<file path="config.mk">
export PLATFORM = sky130hd
export DESIGN_NAME = lab_ram
export DESIGN_NICKNAME = d
export VERILOG_FILES = /design/src/hw/rtl/lab_ram.sv
export SDC_FILE = /design/constraint.sdc
export NUM_CORES = 2
export LEC_CHECK = 0
export BUFFER_PORTS_ARGS = -buffer_cell sky130_fd_sc_hd__buf_2
export CORE_AREA = 5 5 705 707
export DETAILED_ROUTE_END_ITERATION = 8
export DIE_AREA = 0 0 710 712
export PLACE_DENSITY_LB_ADDON = 0.05
export RECOVER_POWER = 100
export SLEW_MARGIN = 20
export SYNTH_ARGS = -nofsm -noshare
export SYNTH_HDL_FRONTEND = slang
export SYNTH_SLANG_ARGS = --single-unit
</file>
<file path="constraint.sdc">
create_clock -name clk -period 8.42 [get_ports clk]
set_input_delay 2.105 -clock clk [delete_from_list [all_inputs] [get_ports clk]]
set_output_delay 2.105 -clock clk [all_outputs]
set_load 0.01 [all_outputs]
</file>
<file path="src/hw/rtl/lab_ram.sv">
module lab_ram #(
	parameter int WIDTH = 64,
	parameter int DEPTH = 64
) (
	input  logic                     clk,
	input  logic                     we,
	input  logic [$clog2(DEPTH)-1:0] waddr,
	input  logic [WIDTH-1:0]         wdata,
	input  logic [$clog2(DEPTH)-1:0] raddr,
	output logic [WIDTH-1:0]         rdata
);

	logic [WIDTH-1:0] mem [DEPTH];

	always_ff @(posedge clk) begin
		if (we) begin
			mem[waddr] <= wdata;
		end
		rdata <= mem[raddr];
	end

endmodule

</file>
Word level (Yosys, flattened, before mapping)
Memory sizes are Yosys's and may differ from the RTL's. A register that Yosys moved wholly into a read port is not among the register bits.
Cells that the tools add are included.
W data, S select, Z words.
{"block": "word_totals", "reg_bits": 0, "mem_bits_rw": 4096, "output_inout_bits": 64, "word_cells": 3, "mem_count": 1}
{"block": "op_classes", "n_mux": 2}
{"memory": "mem", "words": 64, "width": 64, "rd": 1, "rd_clocked_by_memory_dff": 1, "write_ports": 1, "line": "13", "source": "logic [WIDTH-1:0] mem [DEPTH];"}
{"op": "$mux W1", "count": 2}

Logic depth before layout (Yosys ltp)
{"block": "logic_depth", "ltp_word": 2, "mapped_depth": 9, "ltp_nobuf": 5}

Worst setup path after synthesis
No wires, ideal clock.
{"block": "synth_timing", "path_type": "input -> register", "from": "input port waddr[3]", "to": "memory mem[48][0] (enable)", "arrival_time_ns": 6.977, "t_required_ns": 7.856, "slack_ns": 0.879, "path_stages": 4, "path_cell_list": "clkbuf_1 > nor2b_1 > nand4b_1 > nor3_1"}
{"element": "start: declaration", "line": "7", "source": "input logic [$clog2(DEPTH)-1:0] waddr,"}
{"element": "end: declaration", "line": "13"}
Straight into the memory's write port.

Worst setup path in the final report
{"block": "layout_timing", "from": "input port waddr[1]", "to": "memory mem[19][35] (enable)"}
Straight into the memory's write port.

==> results.md <==
Power and ir drop:
- Sequential cells burn 51.3% of the power.
- In this run the static leakage power is 55.1 nW.
- The cell area power density is 250 mW/mm².
- Internal power comes to 35.2 mW.
- The switching share of total power is 21.8%.
- The logic gate share of total power is 4.5%.
- The portion of total power attributed to the clock network is 44.2%.
- The net switching power of the design is 9.84 mW.
- The worst supply voltage drop on vdd is 0.177 mV.

Final layout:
- In the final layout, the multi-input gates occupy 0.0304 mm².
- The growth of design area from synthesis to finish is 15.4%.
- The filler cells instantiated in the layout total 44400.
- The ratio of cells with drive above 1 in the final layout is 25.0%.
- The final net count is 7180.
- Registers take 0.124 mm².
- The number of cells in the finished layout apart from fillers is 14000.

Min path:
- The min-delay analysis places its worst path in the category reg -> reg.
- The worst hold path begins at mem[54][16]$_DFFE_PP_.
- The worst hold path terminates at rdata[16]$_DFF_P_.
- The worst hold path depth is 4.

Routing:
- The first-pass detailed-route iteration total is 5.
- The via density per instance is 5.34.
- The DRC violation count after routing is 0.
- Once detail routing completed, the nets flagged for antenna violations numbered 0.
- Across all layers, the routed design uses 74800 vias.
- The routed length per instance is 38.1 µm.
- The initial DRC count is 7250.
- The final layout contains routed wiring with a total length of 534 mm.

Global routing:
- The first global-routing pass estimated 720 mm of wire.
- For this run the aggregate overflow at the end of global routing stands at 0.
- The initial antenna violation count is 47.
- The global-route usage over all layers is 20.8%.
- The largest net degree at the start of global routing is 100.
- The number of global-route vias before repair was 78800.

Yosys:
- The area fraction in compound gates after synthesis is 2.48%.
- For this run, asynchronously set or reset flops after synthesis account for 0%.
- In this run, synthesis inferred 4096 flip-flops with an integrated enable.
- The mux contribution to synthesized area is 15.6%.
- After technology mapping, the gate count stands at 6598.
- By area, the combinational part of the netlist is dominated by multiplexers.
- Summing the areas of all fa, ha and maj instances in the mapped netlist gives 0% of the synthesized area.
- The count of yosys warnings during synthesis is 0.
- The number of nets in the synthesized netlist is 6676.
- The synthesized netlist occupies a cell area of 0.156 mm².
- Counting flops and latches in the post-synthesis netlist gives 4160.
- The most used flip-flop cell after synthesis is edfxtp_1.
- The post-synthesis simple-gate area fraction is 1.24%.
- After Yosys synthesis, XOR and XNOR cells account for 0% of the synthesized area.
- Averaged over all synthesized cells, the footprint is 23.7 µm².
- The sequential share of the synthesized area is 79.5%.
- Counting distinct cell types in the post-synthesis netlist gives 33.

Critical path:
- At the worst endpoint, the required time is 8950 ps.
- The sort of element at the start of the critical path is an input port.
- The worst reg2reg path endpoint is rdata[11]$_DFF_P_.
- Measured in cells, the most critical reg-to-reg path has a length of 5.
- The worst path arrival time is 7060 ps.
- The setup slack of the worst register-to-register path is 6250 ps.
- The critical path endpoint category is a flip-flop.
- The setup path with the least slack is of type in -> reg.
- Of all nets on the critical path, the largest fanout is 22.
- The start of the worst register-to-register path is mem[46][11]$_DFFE_PP_.

Placement:
- The final weighted congestion of routability-driven global placement is 0.736.
- The HPWL after detailed placement is 286 mm.
- The number of buffers added on ports is 141.
- The number of placed cells counting well taps is 13100.

Floorplanning:
- The number of placement rows is 257.
- Measured along the y axis, the die boundary spans 712 µm.
- For this design the top-level I/O count stands at 142.
- The area of the die is 0.506 mm².
- The initial utilization of the core area, before any placement, comes to 32.0%.
- The floorplan step set the die width to 710 µm.
- The core footprint is 0.489 mm².

Timing:
- For the pin with the worst max-slew slack, the measured transition is 4340 ps.
- For this run, the top clock speed supported by timing is 0.153 GHz.
- The relative max-transition margin is -190%.
- The final number of setup-violating endpoints is 0.
- For the final database, setup skew stands at 42.0 ps.
- The number of hold-slack violations in the final timing report is 0.
- Adding up every negative setup slack in the final design gives 0 ps.
- The number of max-slew violations in the final report is 7169.
- Setup repair after global routing left no endpoint under its margin.
- The final critical path takes up 77.5% of the cycle.
- The final critical path time including I/O delays and setup is 6530 ps.

Clocking:
- The clock-pin slew on the worst setup and hold paths is 60 ps.
- The clock reaches the later pin of the worst-skew pair after 1020 ps.
- The TritonCTS clock tree is done.
- The worst-case clock buffer depth is 4.
- The post-cts hold buffer count is 0.
- After clock tree synthesis, the setup repair step added 0 buffers.
- The total clock buffers created by CTS is 469.
- The total number of clock tree sinks is 4160.
- The cell at the root of the clock tree is clkbuf_16.
- The number of gates resized after cts is 0.
- The H-tree was split into 5 levels.

Run status:
- The final reports fail on max-capacitance violations, max-slew violations.
- The run finished, with violations left.

Flow run:
- Max-cap violations in this run came to 202.
## power groups by stage
stage	Sequential, mW	Clock (mW)	Combinational (mW)
global route	23.1	21.4	2.19
floorplan	23.4	0	1.07
CTS	23.1	20.5	2.15
finish	23.1	19.9	2.04
global placement	23.5	0	2.13
detailed placement	23.5	0	2.14
## flip-flops by register name (all words and copies together) (netlist names)
signal / count
rdata: 64
mem: 4096
## cells in the final DEF (no fill, tap or decap), types with 21 or more instances in the layout
master,Yosys,layout
a22o_1,88,88
o22ai_1,83,83
a41oi_1,26,26
mux4_2,1024,1024
clkinv_1,0,113
buf_12,0,51
a211oi_1,63,61
buf_4,34,77
nor2b_1,28,25
o221ai_1,38,38
nand2_1,58,54
diode_2,0,21
edfxtp_1,4096,4096
bufinv_16,0,34
and3_1,64,64
nand3_1,45,45
mux2i_1,135,135
clkbuf_16,0,478
a22oi_1,168,168
clkbuf_1,140,370
dfxtp_1,64,64
clkinv_2,0,81
or3_1,29,29
nor2_1,112,99
or2_2,28,28
## routing by layer
| layer | vias up | global-route usage (%) | routed length [µm] |
|---|---|---|---|
| met5 | - | 0 | 75 |
| met3 | 606 | 2.88 | 26300 |
| met1 | 42400 | 29.2 | 234000 |
| met4 | 12 | 4.12 | 11400 |
| li1 | 29600 | - | - |
| met2 | 2065 | 34.8 | 262000 |
## through the flow
step                      setup WS (ps)  utilization, %  hold slack, ps  total power, mW  instance area, µm²
after floorplan                     879               -             788             24.5              156000
after global routing               1810            36.9             884             46.7              180000
final                              1890            36.9             844             45.1              180000
after detailed placement           2650            34.1             828             25.6              167000
after CTS                          3770            37.1             849             45.7              182000
after global placement             2520            34.1             825             25.6              167000
## cell usage after synthesis (38+ instances only)
cell type  instances  area, µm²
nand3_1           45        225
nand2_1           58        218
clkbuf_1         140        526
buf_2            170        851
o22ai_1           83        519
a22o_1            88        771
a211oi_1          63        473
dfxtp_1           64       1280
mux4_2          1024      23100
o221ai_1          38        333
edfxtp_1        4096     123000
and3_1            64        400
nor2_1           112        420
mux2i_1          135       1350
a22oi_1          168       1260
## worst max path at each step
stage | from | endpoint | slack, ps | depth (start not counted)
after floorplan | waddr[3] | mem[48][0]$_DFFE_PP_ | 880 | 4
after global placement | raddr[1] | rdata[8]$_DFF_P_ | 2520 | 8
after detailed placement | raddr[0] | rdata[0]$_DFF_P_ | 2650 | 8
after CTS | raddr[0] | rdata[0]$_DFF_P_ | 3770 | 8
after global routing | we | mem[26][35]$_DFFE_PP_ | 1810 | 5
final | waddr[1] | mem[19][35]$_DFFE_PP_ | 1890 | 6
## cells by family after synthesis
family / after synthesis
and+or+nand+nor: 386
muxes: 1159
buffers and inverters: 389
DFF: 4160
AOI/OAI and AO/OA: 504
## worst max-delay path: stages
cell and delay [ps]:
clkbuf_1 410, nor2b_1 230, nand3_1 460, nor2_4 260, clkbuf_1 1420, clkbuf_1 1980
## layout make-up
class / count / area share, %
well taps: 6475 / 4.49
clock inverters: 258 / 1.24
repair buffers: 403 / 1.49
diodes: 21 / 0.0291
flip-flops and latches: 4160 / 68.9
multi-input cells: 2049 / 16.8
clock buffers: 617 / 7.00
inverters: 19 / 0.0395
Power figures use the tool's default switching activity.
